===== config.mk =====
export PLATFORM = sky130hd
export DESIGN_NAME = integer_text_formatter_unit
export DESIGN_NICKNAME = d
export VERILOG_FILES = /design/src/hdl/itf_pkg.sv /design/src/hdl/itf_div10.sv /design/src/hdl/itf_digit_stack.sv /design/src/hdl/integer_text_formatter_unit.sv
export VERILOG_INCLUDE_DIRS = /design/src /design/src/hdl
export SDC_FILE = /design/constraint.sdc
export NUM_CORES = 1
export LEC_CHECK = 0
export ABC_AREA = 1
export BUFFER_PORTS_ARGS = -buffer_cell sky130_fd_sc_hd__buf_2
export CORE_ASPECT_RATIO = 1.5
export CORE_UTILIZATION = 55
export DETAILED_ROUTE_END_ITERATION = 7
export PLACE_DENSITY = 0.7
export SLEW_MARGIN = 20
export SYNTH_ARGS = -nofsm -noshare
export SYNTH_HDL_FRONTEND = slang
export SYNTH_HIERARCHICAL = 1
export SYNTH_SLANG_ARGS = --single-unit

===== constraint.sdc =====
create_clock -name i_clk -period 11.5 [get_ports i_clk]
set_clock_uncertainty 0.1 [all_clocks]
set_input_delay 2.3 -clock i_clk [delete_from_list [all_inputs] [get_ports i_clk]]
set_output_delay 2.3 -clock i_clk [all_outputs]
set_load 0.005 [all_outputs]

===== src/hdl/assert_macros.svh =====
// assertion helpers for the formatter
`ifndef ASSERT_MACROS_SVH
`define ASSERT_MACROS_SVH

`define ASSERT_CLK(label, clk, rst_n, prop, msg) \
    label: assert property (@(posedge clk) disable iff (!rst_n) prop) else $error(msg);

`define ASSERT_NEXT(label, clk, rst_n, cond, nxt, msg) \
    label: assert property (@(posedge clk) disable iff (!rst_n) (cond) |=> (nxt)) \
        else $error(msg);

`endif


===== src/hdl/itf_pkg.sv =====
package itf_pkg;
    localparam int VALUE_BITS_DEF = 32;
    localparam int MAX_CHARS_DEF  = 64;
    localparam int CNT_W          = 7;
    localparam int DIG_W          = 4;

    localparam logic [2:0] RADIX_DEC     = 3'd0;
    localparam logic [2:0] RADIX_HEX_LO  = 3'd1;
    localparam logic [2:0] RADIX_HEX_UP  = 3'd2;
    localparam logic [2:0] RADIX_OCT     = 3'd3;
    localparam logic [2:0] RADIX_BIN_LO  = 3'd4;
    localparam logic [2:0] RADIX_BIN_UP  = 3'd5;

    localparam logic [2:0] SEC_LPAD = 3'd0;
    localparam logic [2:0] SEC_PFX  = 3'd1;
    localparam logic [2:0] SEC_ZERO = 3'd2;
    localparam logic [2:0] SEC_DIG  = 3'd3;
    localparam logic [2:0] SEC_TPAD = 3'd4;

    localparam logic [7:0] CH_SPACE = 8'h20;
    localparam logic [7:0] CH_ZERO  = 8'h30;
    localparam logic [7:0] CH_MINUS = 8'h2d;
    localparam logic [7:0] CH_PLUS  = 8'h2b;
    localparam logic [7:0] CH_LO_A  = 8'h61;
    localparam logic [7:0] CH_UP_A  = 8'h41;
    localparam logic [7:0] CH_LO_X  = 8'h78;
    localparam logic [7:0] CH_UP_X  = 8'h58;
    localparam logic [7:0] CH_LO_B  = 8'h62;
    localparam logic [7:0] CH_UP_B  = 8'h42;

    typedef struct packed {
        logic             push;
        logic             pop;
        logic [DIG_W-1:0] digit;
    } t_stack_ctrl;

    function automatic logic [7:0] digit_char(input logic [DIG_W-1:0] d, input logic upper);
        logic [7:0] base;
        base = upper ? CH_UP_A : CH_LO_A;
        if (d < 4'd10) return CH_ZERO + {4'd0, d};
        return base + {4'd0, d} - 8'd10;
    endfunction
endpackage


===== src/hdl/itf_div10.sv =====
module itf_div10 #(
    parameter int W = itf_pkg::VALUE_BITS_DEF
) (
    input  logic                    i_clk,
    input  logic                    i_rst_n,
    input  logic                    i_start,
    input  logic [W-1:0]            i_dividend,
    output logic [W-1:0]            o_quotient,
    output logic [itf_pkg::DIG_W-1:0] o_rem,
    output logic                    o_done
);
    localparam int CW = $clog2(W + 1);

    logic [W-1:0]              r_q;
    logic [itf_pkg::DIG_W-1:0] r_rem;
    logic [CW-1:0]             r_cnt;
    logic                      r_busy;
    logic                      r_done;
    logic [4:0]                n_t;
    logic                      n_qbit;
    logic [4:0]                n_r;

    always_comb begin
        n_t    = {r_rem, r_q[W-1]};
        n_qbit = (n_t >= 5'd10);
        n_r    = n_qbit ? n_t - 5'd10 : n_t;
    end

    always_ff @(posedge i_clk) begin
        if (!i_rst_n) begin
            r_busy <= 1'b0;
            r_done <= 1'b0;
            r_cnt  <= '0;
        end else begin
            r_done <= 1'b0;
            if (i_start) begin
                r_q    <= i_dividend;
                r_rem  <= '0;
                r_cnt  <= CW'(W);
                r_busy <= 1'b1;
            end else if (r_busy) begin
                r_q   <= {r_q[W-2:0], n_qbit};
                r_rem <= n_r[3:0];
                r_cnt <= r_cnt - CW'(1);
                if (r_cnt == CW'(1)) begin
                    r_busy <= 1'b0;
                    r_done <= 1'b1;
                end
            end
        end
    end

    assign o_quotient = r_q;
    assign o_rem      = r_rem;
    assign o_done     = r_done;
endmodule


===== src/hdl/itf_digit_stack.sv =====
module itf_digit_stack #(
    parameter int DEPTH = itf_pkg::VALUE_BITS_DEF
) (
    input  logic                      i_clk,
    input  itf_pkg::t_stack_ctrl      i_ctrl,
    output logic [itf_pkg::DIG_W-1:0] o_top
);
    logic [itf_pkg::DIG_W-1:0] r_stk [DEPTH];

    always_ff @(posedge i_clk) begin
        if (i_ctrl.push) begin
            r_stk[0] <= i_ctrl.digit;
            for (int k = 1; k < DEPTH; k++) r_stk[k] <= r_stk[k-1];
        end else if (i_ctrl.pop) begin
            for (int k = 0; k < DEPTH - 1; k++) r_stk[k] <= r_stk[k+1];
        end
    end

    assign o_top = r_stk[0];
endmodule


===== src/hdl/integer_text_formatter_unit.sv =====
// integer text formatter: one integer with printf-style settings in, its ascii
// text out one character per output transaction, o_last_char on the final one.
// input channel i_valid / o_ready, output channel o_valid / i_ready.
// o_ready is high only while no value is being worked on; a transaction is
// taken in the cycle after the previous value's last character entered the
// output register, even if that character is still waiting to be taken.
// digit generation: a power-of-two radix gives one digit per cycle; decimal
// runs a bit-serial divide by ten for each digit. then a setup step, then
// one character per cycle from the output register while i_ready does not
// stall it, plus a bubble at each boundary between sections of the text
// (pad, prefix, zeros, digits, pad).
// a stall on i_ready freezes character output and the section counters.
// reset empties the output register and returns to idle; the digit stack
// needs no clearing since only freshly pushed digits are read.
module integer_text_formatter_unit #(
    parameter int VALUE_BITS = itf_pkg::VALUE_BITS_DEF,
    parameter int MAX_CHARS  = itf_pkg::MAX_CHARS_DEF
) (
    input  logic        i_clk,
    input  logic        i_rst_n,
    input  logic        i_valid,
    output logic        o_ready,
    input  logic [31:0] i_value,
    input  logic        i_is_signed,
    input  logic [2:0]  i_radix,
    input  logic        i_left_adjust,
    input  logic        i_force_plus,
    input  logic        i_space_sign,
    input  logic        i_alternate_form,
    input  logic        i_zero_pad,
    input  logic [6:0]  i_field_width,
    input  logic [5:0]  i_min_digits,
    output logic        o_valid,
    input  logic        i_ready,
    output logic [7:0]  o_character,
    output logic        o_last_char
);
    `include "assert_macros.svh"

    localparam int W  = VALUE_BITS;
    localparam int CW = itf_pkg::CNT_W;

    typedef enum logic [2:0] {S_IDLE, S_GEN, S_DIV, S_CALC, S_EMIT} t_state;

    t_state          r_state;
    logic [W-1:0]    r_mag;
    logic [2:0]      r_shift;
    logic            r_upper;
    logic            r_left;
    logic            r_zero;
    logic [CW-1:0]   r_width;
    logic [CW-1:0]   r_prec;
    logic [7:0]      r_pfx [3];
    logic [1:0]      r_pre;
    logic [CW-1:0]   r_nd;
    logic [CW-1:0]   r_zer, r_tsp, r_count, r_emitted, r_rem;
    logic [2:0]      r_sec;
    logic            r_ov;
    logic [7:0]      r_char;
    logic            r_last;

    logic [W-1:0]    n_raw, n_mag, n_shmag;
    logic            n_neg;
    logic [7:0]      n_pfx [3];
    logic [1:0]      n_pre;
    logic [2:0]      n_shift;
    logic [CW-1:0]   n_p, n_len, n_w;
    logic [CW-1:0]   n_seclen;
    logic [3:0]      n_pdig;
    logic            n_step;
    logic            n_load;
    logic [7:0]      n_char;
    logic            div_start, div_done;
    logic [W-1:0]    div_q;
    logic [itf_pkg::DIG_W-1:0] div_rem, stk_top;
    itf_pkg::t_stack_ctrl stk_ctrl;

    always_comb begin
        n_raw = i_value[W-1:0];
        n_neg = i_is_signed && n_raw[W-1];
        n_mag = n_neg ? W'(0) - n_raw : n_raw;
        case (i_radix)
            itf_pkg::RADIX_HEX_LO, itf_pkg::RADIX_HEX_UP: n_shift = 3'd4;
            itf_pkg::RADIX_OCT:                           n_shift = 3'd3;
            itf_pkg::RADIX_BIN_LO, itf_pkg::RADIX_BIN_UP: n_shift = 3'd1;
            default:                                      n_shift = 3'd0;
        endcase
        n_pfx[0] = itf_pkg::CH_ZERO;
        n_pfx[1] = itf_pkg::CH_ZERO;
        n_pfx[2] = itf_pkg::CH_ZERO;
        n_pre    = 2'd0;
        if (n_neg) begin
            n_pfx[0] = itf_pkg::CH_MINUS;
            n_pre    = 2'd1;
        end else if (i_force_plus) begin
            n_pfx[0] = itf_pkg::CH_PLUS;
            n_pre    = 2'd1;
        end else if (i_space_sign) begin
            n_pfx[0] = itf_pkg::CH_SPACE;
            n_pre    = 2'd1;
        end
        if (i_alternate_form && n_shift != 3'd0) begin
            n_pfx[n_pre] = itf_pkg::CH_ZERO;
            n_pre        = n_pre + 2'd1;
            case (i_radix)
                itf_pkg::RADIX_HEX_LO: n_pfx[n_pre] = itf_pkg::CH_LO_X;
                itf_pkg::RADIX_HEX_UP: n_pfx[n_pre] = itf_pkg::CH_UP_X;
                itf_pkg::RADIX_BIN_LO: n_pfx[n_pre] = itf_pkg::CH_LO_B;
                itf_pkg::RADIX_BIN_UP: n_pfx[n_pre] = itf_pkg::CH_UP_B;
                default:               n_pfx[n_pre] = itf_pkg::CH_ZERO;
            endcase
            if (i_radix != itf_pkg::RADIX_OCT) n_pre = n_pre + 2'd1;
        end
    end

    always_comb begin
        case (r_shift)
            3'd4:    n_pdig = r_mag[3:0];
            3'd3:    n_pdig = {1'b0, r_mag[2:0]};
            default: n_pdig = {3'd0, r_mag[0]};
        endcase
        n_shmag = r_mag >> r_shift;
        n_p     = (r_prec > r_nd) ? r_prec : r_nd;
        n_len   = n_p + CW'(r_pre);
        n_w     = (r_width > n_len) ? r_width : n_len;
        case (r_sec)
            itf_pkg::SEC_LPAD: n_seclen = CW'(r_pre);
            itf_pkg::SEC_PFX:  n_seclen = r_zer;
            itf_pkg::SEC_ZERO: n_seclen = r_nd;
            default:           n_seclen = r_tsp;
        endcase
        n_step = (r_state == S_EMIT) && (!r_ov || i_ready);
        n_load = n_step && (r_rem != '0);
        case (r_sec)
            itf_pkg::SEC_PFX:  n_char = r_pfx[0];
            itf_pkg::SEC_ZERO: n_char = itf_pkg::CH_ZERO;
            itf_pkg::SEC_DIG:  n_char = itf_pkg::digit_char(stk_top, r_upper);
            default:           n_char = itf_pkg::CH_SPACE;
        endcase
    end

    assign div_start      = (r_state == S_GEN) && (r_shift == 3'd0);
    assign stk_ctrl.push  = ((r_state == S_GEN) && (r_shift != 3'd0)) ||
                            ((r_state == S_DIV) && div_done);
    assign stk_ctrl.pop   = n_load && (r_sec == itf_pkg::SEC_DIG);
    assign stk_ctrl.digit = (r_state == S_GEN) ? n_pdig : div_rem;

    itf_div10 #(.W(W)) u_div (
        .i_clk      (i_clk),
        .i_rst_n    (i_rst_n),
        .i_start    (div_start),
        .i_dividend (r_mag),
        .o_quotient (div_q),
        .o_rem      (div_rem),
        .o_done     (div_done)
    );

    itf_digit_stack #(.DEPTH(W)) u_stack (
        .i_clk  (i_clk),
        .i_ctrl (stk_ctrl),
        .o_top  (stk_top)
    );

    always_ff @(posedge i_clk) begin
        if (!i_rst_n) begin
            r_state <= S_IDLE;
            r_ov    <= 1'b0;
            r_nd    <= '0;
        end else begin
            if (i_ready && !n_load) r_ov <= 1'b0;
            case (r_state)
                S_IDLE: begin
                    if (i_valid) begin
                        r_mag   <= n_mag;
                        r_shift <= n_shift;
                        r_upper <= (i_radix == itf_pkg::RADIX_HEX_UP);
                        r_left  <= i_left_adjust;
                        r_zero  <= i_zero_pad;
                        r_width <= (i_field_width > CW'(MAX_CHARS)) ?
                                   CW'(MAX_CHARS) : i_field_width;
                        r_prec  <= (i_min_digits > 6'(MAX_CHARS - 4)) ?
                                   CW'(MAX_CHARS - 4) : {1'b0, i_min_digits};
                        r_pfx   <= n_pfx;
                        r_pre   <= n_pre;
                        r_nd    <= '0;
                        r_state <= S_GEN;
                    end
                end
                S_GEN: begin
                    if (r_shift == 3'd0) begin
                        r_state <= S_DIV;
                    end else begin
                        r_mag   <= n_shmag;
                        r_nd    <= r_nd + CW'(1);
                        r_state <= (n_shmag == '0) ? S_CALC : S_GEN;
                    end
                end
                S_DIV: begin
                    if (div_done) begin
                        r_mag   <= div_q;
                        r_nd    <= r_nd + CW'(1);
                        r_state <= (div_q == '0) ? S_CALC : S_GEN;
                    end
                end
                S_CALC: begin
                    r_zer     <= (r_zero && !r_left) ? n_w - CW'(r_pre) - r_nd : n_p - r_nd;
                    r_tsp     <= r_left ? n_w - n_len : '0;
                    r_rem     <= (!r_left && !r_zero) ? n_w - n_len : '0;
                    r_count   <= (n_w > CW'(MAX_CHARS)) ? CW'(MAX_CHARS) : n_w;
                    r_emitted <= '0;
                    r_sec     <= itf_pkg::SEC_LPAD;
                    r_state   <= S_EMIT;
                end
                S_EMIT: begin
                    if (n_step) begin
                        if (r_rem == '0) begin
                            r_sec <= r_sec + 3'd1;
                            r_rem <= n_seclen;
                        end else begin
                            r_ov      <= 1'b1;
                            r_char    <= n_char;
                            r_last    <= (r_emitted + CW'(1) == r_count);
                            r_rem     <= r_rem - CW'(1);
                            r_emitted <= r_emitted + CW'(1);
                            if (r_sec == itf_pkg::SEC_PFX) begin
                                r_pfx[0] <= r_pfx[1];
                                r_pfx[1] <= r_pfx[2];
                            end
                            if (r_emitted + CW'(1) == r_count) r_state <= S_IDLE;
                        end
                    end
                end
                default: r_state <= S_IDLE;
            endcase
        end
    end

    assign o_ready     = (r_state == S_IDLE);
    assign o_valid     = r_ov;
    assign o_character = r_char;
    assign o_last_char = r_last;

    `ASSERT_CLK(a_emit_bound, i_clk, i_rst_n,
        (r_state == S_EMIT) |-> (r_emitted < r_count), "emitted past count")
    `ASSERT_CLK(a_nd_bound, i_clk, i_rst_n, (r_nd <= CW'(W)), "digit count overflow")
    `ASSERT_NEXT(a_accept_gen, i_clk, i_rst_n, i_valid && o_ready, r_state == S_GEN,
        "no digit phase after accept")
    `ASSERT_NEXT(a_last_idle, i_clk, i_rst_n, n_load && (r_emitted + CW'(1) == r_count),
        o_last_char && o_ready, "last char without return to idle")
endmodule


==> results of run 1 <==
[report_power, final]
group | switching [mW] | total [mW] | leakage, nW | internal, mW
Clock | 0.413 | 0.920 | 0.436 | 0.506
Sequential | 0.0596 | 1.41 | 2.73 | 1.36
Combinational | 0.418 | 0.602 | 4.64 | 0.184
Total | 0.891 | 2.94 | 7.80 | 2.05
[path summary, 6_finish.rpt]
| kind | cells past startpoint | start | slack [ns] | endpoint |
|---|---|---|---|---|
| max | 36 | r_nd[3] | 4.93 | r_zer[6] |
| min | 0 | u_stack/r_stk[1][57] | 0.36 | u_stack/r_stk[1][61] |
| max reg2reg | 36 | r_nd[3] | 4.93 | r_zer[6] |
| min reg2reg | 0 | u_stack/r_stk[1][57] | 0.36 | u_stack/r_stk[1][61] |
[per-stage QoR]
stage | utilization [%] | area (sq um)
2_1_floorplan | - | 17100
6_report | 60.9 | 18500
5_1_grt | 60.9 | 18500
3_5_place_dp | 58.0 | 17600
3_3_place_gp | 58.0 | 17600
4_1_cts | 60.9 | 18500
[critical path, delay by kind of cell, from the launching register on]
kind | cells | cell delay (ns)
and+or+nand+nor | 17 | 1.87
adders and majority gates | 5 | 1.71
AOI/OAI and AO/OA | 5 | 1.19
buffers and inverters | 7 | 0.63
xor gates and xnor gates | 2 | 0.44
DFF | 1 | 0.39
[sequential cells by signal, summed over array words and instances, names as in the netlist, 6 cells and up]
register	count
u_div/r_cnt	6
r_prec	6
u_div/o_quotient	32
u_stack/r_stk	128
r_rem	7
r_count	7
r_zer	7
r_pfx	17
r_mag	32
r_width	7
o_character	7
r_tsp	7
r_emitted	7
r_nd	7
[final cells by class]
type | count | area share (%)
Sequential cell | 299 | 47.4
Inverter | 211 | 4.30
Clock inverter | 17 | 0.567
Clock buffer | 34 | 4.24
Multi-Input combinational cell | 1393 | 38.4
Tap cell | 400 | 2.70
Timing Repair Buffer | 81 | 2.37
[cells by family (layout without fill, tap and decap cells)]
| group | count (synthesis) | in the layout |
|---|---|---|
| other | 1 | 1 |
| muxes | 9 | 9 |
| and+or+nand+nor | 1028 | 1028 |
| AOI/OAI and AO/OA | 273 | 273 |
| DFF | 299 | 299 |
| adders and majority gates | 52 | 52 |
| xor gates and xnor gates | 30 | 30 |
| buffers and inverters | 300 | 343 |
[cells in the mapped netlist, drive strengths merged (5+ instances only)]
cell,count
mux2i,9
nor2,132
nor3,36
ha,47
xor2,21
o21ai,143
fa,5
dfxtp,19
xnor2,9
o211ai,15
o31ai,8
a22oi,18
o221ai,10
edfxtp,280
nor4,14
inv,208
or2,6
nand3b,8
nand3,148
nand4,13
nand2,661
nor3b,6
buf,47
clkbuf,42
a21oi,52
[metal layers]
layer	vias up	global-route usage, %
met5	-	0
met4	2	9.13
met3	83	3.49
met2	379	44.9
met1	6444	30.6
li1	6740	-
==> impl_results.md, run 1 <==
* CTS resizes at 0
* Syn nets at 2102
* DR pass1 iterations at 6
* Post-synthesis simple-gate area fraction at 25.7%
* Clock latency on the worst-skew pair at 0.57 ns
* Syn Area/Cell at 8.60 sq um
* RSZ-0062 raised after global routing: false
* Delay of the slowest critical-path stage at 0.48 ns
* #FFs+latches synth at 299
* Iteration-0 DRC count of the detailed router at 1023
* Synth Area in Adders at 4.02%
* Hold Path Class: register to register
* H-tree depth at 1
* Core area at 30400 sq um
* Post-synth ARST share at 0%
* Initial antenna violation count at 1
* Fin crit share at 57.1%
* M1 WL at 16.4 mm
* Num rows at 78
* Syn Inst Count at 1992
* Crit Path Class: register to register
* Tightest hold margin at 0.359 ns
* Fillers at 2692
* Post-synthesis compound-gate area fraction at 9.50%
* Via density at 5.60
* I/O Pins at 69
* GRT Resource Usage Total at 25.0%
* Reg clk slew, reported paths at 0.06 ns
* Post-synth EDFFs at 280
* Cell variety after synth at 61
* # nets final at 2126
* Pin count of the biggest net entering global routing at 77
* Share of the yosys chip area belonging to registers at 51.3%
* Die height at 218 um
* Max-slew violations at 0
* CTS tree: yes
* Setup TNS at 0 ns
* Die area at 31900 sq um
* Worst-Margin Slew at 1.07 ns
* Total wire length at 39.4 mm
* # clock sinks at 299
* Initial Utilization at 56.3%
* Vias at 13600
* Met2 wire length at 19.8 mm
* Non-Filler Instances at 2435
* Crit Path Max Fanout at 11
* Die X at 146 um
* Total gr overflow at 0
* Worst endpoint required time at 11.69 ns
* Pleak at 7.80 nW
* Commonest cells after routing, fill and taps aside: nand2_1, edfxtp_1, inv_1
* Port buffer count at 67
* Fmax at 0.152 GHz
* First-pass GRT wire length at 64.7 mm
* CTS Hold Bufs at 0
* Final hold viol count at 0
* Area fraction of the dominant cell type after synthesis at 49.1%
* Most common cell after layout, fill and taps aside: nand2_1
* Cells after DPL at 2384
* Startpoint types: register
* # diodes at 0
* CTS root buf: clkbuf_16
* Post-route antenna net violation count at 0
* CP endpoint kind: register
* Final HPWL DP at 27.2 mm
* Status: complete, no violations
* Sequential cell area at 8790 sq um
* DRC viols at 0
* Area leader, netlist: edfxtp_1
* Cell area after synthesis at 17100 sq um
* Power consumption at 2.94 mW
* Multi-input gate area at 7130 sq um
* Worst path slowest cell: o21ai_0
* Routed len/inst at 16.2 um
* Met3 wire len at 2.06 mm
* Fin crit period at 6.57 ns
* Area delta synth->final at 8.24%
* Max VDD drop at 0.000118 V
* Crit-path most repeated cell: inv_1
* Synth Area in XOR/XNOR at 1.53%
* Max-slew headroom at 28.9%
* Final setup margin at 4.93 ns
* Ranking of synthesized cells by area: edfxtp_1, nand2_1, inv_1, nand3_1, o21ai_0
* Crit path DAT at 6.75 ns
* Routability cong. at 0.953
* Postcts setup bufs at 0
* Main synth FF type: edfxtp_1
* Layout cells sized above 1 at 9.14%
* Largest family of logic cells by synthesized area: simple AND/OR/NAND/NOR gates
* Vias in the first global route at 13200
* Syn. warnings at 6
* Num CTS Buffers at 30
* DR top layer: met5
* Maximum Capacitance Violations at 0
* Setup violations, final at 0
* Multiplexer share of the synthesized area at 0.526%
* Dpl ws at 4.92 ns
* Clk buf depth at 3
* P per Cell Area at 158 nW/um^2
Power figures use the tool's default switching activity.
==> run 2: changes to the inputs <==
ABC_AREA = 0   (was 1)
clock period = 6.78 ns   (was 11.5 ns; I/O delays follow)
==> impl_results.md, run 2 <==
* Status: complete, no violations
* Total wire length at 39.4 mm
* Vias in the first global route at 11900
* Synth top cells by count: edfxtp_1, nand2_1, mux2_2
* Routability cong. at 0.964
* CTS tree: yes
* Crit path DAT at 6.70 ns
* Setup violations, final at 0
* Routed len/inst at 20.5 um
* GRT Resource Usage Total at 24.7%
* Maximum Capacitance Violations at 0
* Pin count of the biggest net entering global routing at 62
* Clock latency on the worst-skew pair at 0.57 ns
* WHS Endpoint: u_stack/r_stk[1][62]
* Grt met2 use at 44.4%
* Worst-Margin Slew at 1.13 ns
* Pleak at 7.11 nW
* Max-slew headroom at 24.4%
* Reg clk slew, reported paths at 0.07 ns
* RSZ-0062 raised after global routing: true
* Cell variety after synth at 97
* Ranking of synthesized cells by area: edfxtp_1, mux2_2, mux2_4, ha_1, xnor2_1
* H-tree depth at 1
* Worst path slowest cell: edfxtp_1
* R2R Setup Slk at 0.29 ns
* CTS Hold Bufs at 0
* Hold path depth at 0
* First-pass GRT wire length at 62.5 mm
* Iteration-0 DRC count of the detailed router at 726
* Port buffer count at 67
* Fin crit period at 6.49 ns
* Final instance area at 19000 sq um
* GRT met1 Usage at 29.1%
* Area delta synth->final at 9.48%
* Final setup margin at 0.288 ns
* Startpoint types: register
* Die area at 32300 sq um
* Num rows at 79
* # nets final at 1609
* Number of flip-flops in the largest register at 128
* Syn Area/Cell at 12.1 sq um
* Fin crit share at 95.7%
* Initial Utilization at 55.9%
* Worst R2R Start: r_prec[4]
* CP endpoint kind: register
* Tightest hold margin at 0.348 ns
* P per Cell Area at 232 nW/um^2
* Clk buf depth at 3
* Die X at 147 um
* Die height at 220 um
* Commonest cells after routing, fill and taps aside: edfxtp_1, nand2_1, mux2_2
* Area fraction of the dominant cell type after synthesis at 48.4%
* Share of the yosys chip area belonging to registers at 50.6%
* Reg2Reg Depth at 29
* Crit Path Max Fanout at 5
* Initial antenna violation count at 2
* DR pass1 iterations at 5
* Setup TNS at 0 ns
* Worst endpoint required time at 6.98 ns
* Placed cell area at 18000 sq um
* GRT busiest layer: met2
* Power consumption at 4.41 mW
* Max-slew violations at 0
* Area leader, netlist: edfxtp_1
* Fillers at 2524
* Total gr overflow at 0
* Met3 usage at 2.38%
* Most common cell after layout, fill and taps aside: edfxtp_1
* Dpl ws at -0.00997 ns
* Delay of the slowest critical-path stage at 0.43 ns
* Post-synth ARST share at 0%
* Final HPWL DP at 28.1 mm
* Vias at 11600
* Main synth FF type: edfxtp_1
* Layout cells sized above 1 at 24.5%
* Cell area after synthesis at 17400 sq um
* Post-synth EDFFs at 280
* Syn. warnings at 6
* #FFs+latches synth at 299
* Largest reg by FF count: u_stack/r_stk
* Crit Path Class: register to register
* Num CTS Buffers at 29
* I/O Pins at 69
* DRC viols at 0
* Hold Crit Start: u_stack/r_stk[1][58]
* # clock sinks at 299
* Fmax at 0.154 GHz
* Hold Path Class: register to register
* Final hold viol count at 0
* Syn nets at 1545
* Core area at 31000 sq um
* Syn Inst Count at 1435
* Max VDD drop at 0.000192 V
* Via density at 5.99
* Top-count cell post-synth: edfxtp_1
* CTS root buf: clkbuf_16
* FF-to-FF End: r_zer[6]
* Post-route antenna net violation count at 0
-- run 2: cell types whose count changed in the layout (fill, tap and decap cells not counted), sizes merged, moves of 24 or more --
| cell | change |
|---|---|
| nand2 | -553 |
| buf | +27 |
| xnor2 | +38 |
| nand3 | -125 |
| o21ai | -69 |
| nor2b | +24 |
| nor2 | -38 |
| mux2i | +27 |
| mux2 | +167 |
| inv | -143 |
-- run 2: logic make-up (layout without fill, tap and decap cells) --
kind of cell / Yosys count / count (layout) / synth area share (%)
AO/OA/AOI/OAI: 286 / 286 / 11.4
XOR/XNOR: 74 / 74 / 3.86
adder cells (fa/ha/maj): 53 / 53 / 4.02
buffers and inverters: 140 / 225 / 4.11
flip-flops: 299 / 299 / 50.6
multiplexers: 209 / 209 / 15.3
other: 1 / 4 / 0.0216
AND/OR/NAND/NOR: 373 / 373 / 10.7
-- run 2: what timing repair did --
action	4_1_cts	5_1_grt
buffers inserted	0	9
resized for setup	1	8
pin swaps	2	10
endpoints found under the setup margin	1	9
-- run 2: worst max-delay path by stage --
stage / from / endpoint / slack (ns) / cells after the start
finish: r_prec[4] / r_zer[6] / 0.29 / 29
global route: r_prec[5] / r_zer[6] / -0.04 / 31
CTS: r_nd[4] / r_zer[6] / 0.04 / 30
detailed placement: r_nd[4] / r_zer[6] / -0.01 / 30
global placement: r_prec[3] / r_zer[6] / 0.1 / 29
floorplan: r_nd[4] / r_zer[6] / 0.03 / 32
-- run 2: worst max-delay path: cells and delay by family, from the launching register on --
| family | cells | cell delay, ns |
|---|---|---|
| simple gates | 6 | 1.19 |
| flops | 1 | 0.43 |
| fa+ha+maj | 6 | 1.89 |
| mux | 1 | 0.22 |
| compound gates | 11 | 1.78 |
| buf+inv | 2 | 0.14 |
| xor+xnor | 3 | 0.48 |
-- run 2: cell type report --
cell class / instances / area, sq um / area share, %
sequential: 299 / 8790 / 46.2
tap: 405 / 507 / 2.67
multi-input combinational: 996 / 7980 / 42.0
clock buffer: 36 / 752 / 3.96
timing repair buffer: 108 / 643 / 3.38
clock inverter: 16 / 83.8 / 0.441
antenna: 3 / 7.51 / 0.0395
inverter: 65 / 246 / 1.30
-- run 2: layer usage --
layer	wire length (um)	part of all wire, %	vias to the layer above
met5	0	0	-
met1	15600	39	5655
met3	1630	4.1	99
met4	2000	5.1	0
met2	20300	51	285
li1	-	-	5517
-- run 2: through the flow --
step | utilization [%] | std cells
after global placement | 58.1 | 1864
final | 61.2 | 1928
after global routing | 61.2 | 1925
after floorplan | - | 1435
after CTS | 60.8 | 1916
after detailed placement | 58.1 | 1864
-- run 2: power by group --
group / leakage, nW / internal, mW / switching (mW)
combinational: 3.92 / 0.316 / 0.406
sequential: 2.78 / 2.15 / 0.0662
clock: 0.413 / 0.785 / 0.685
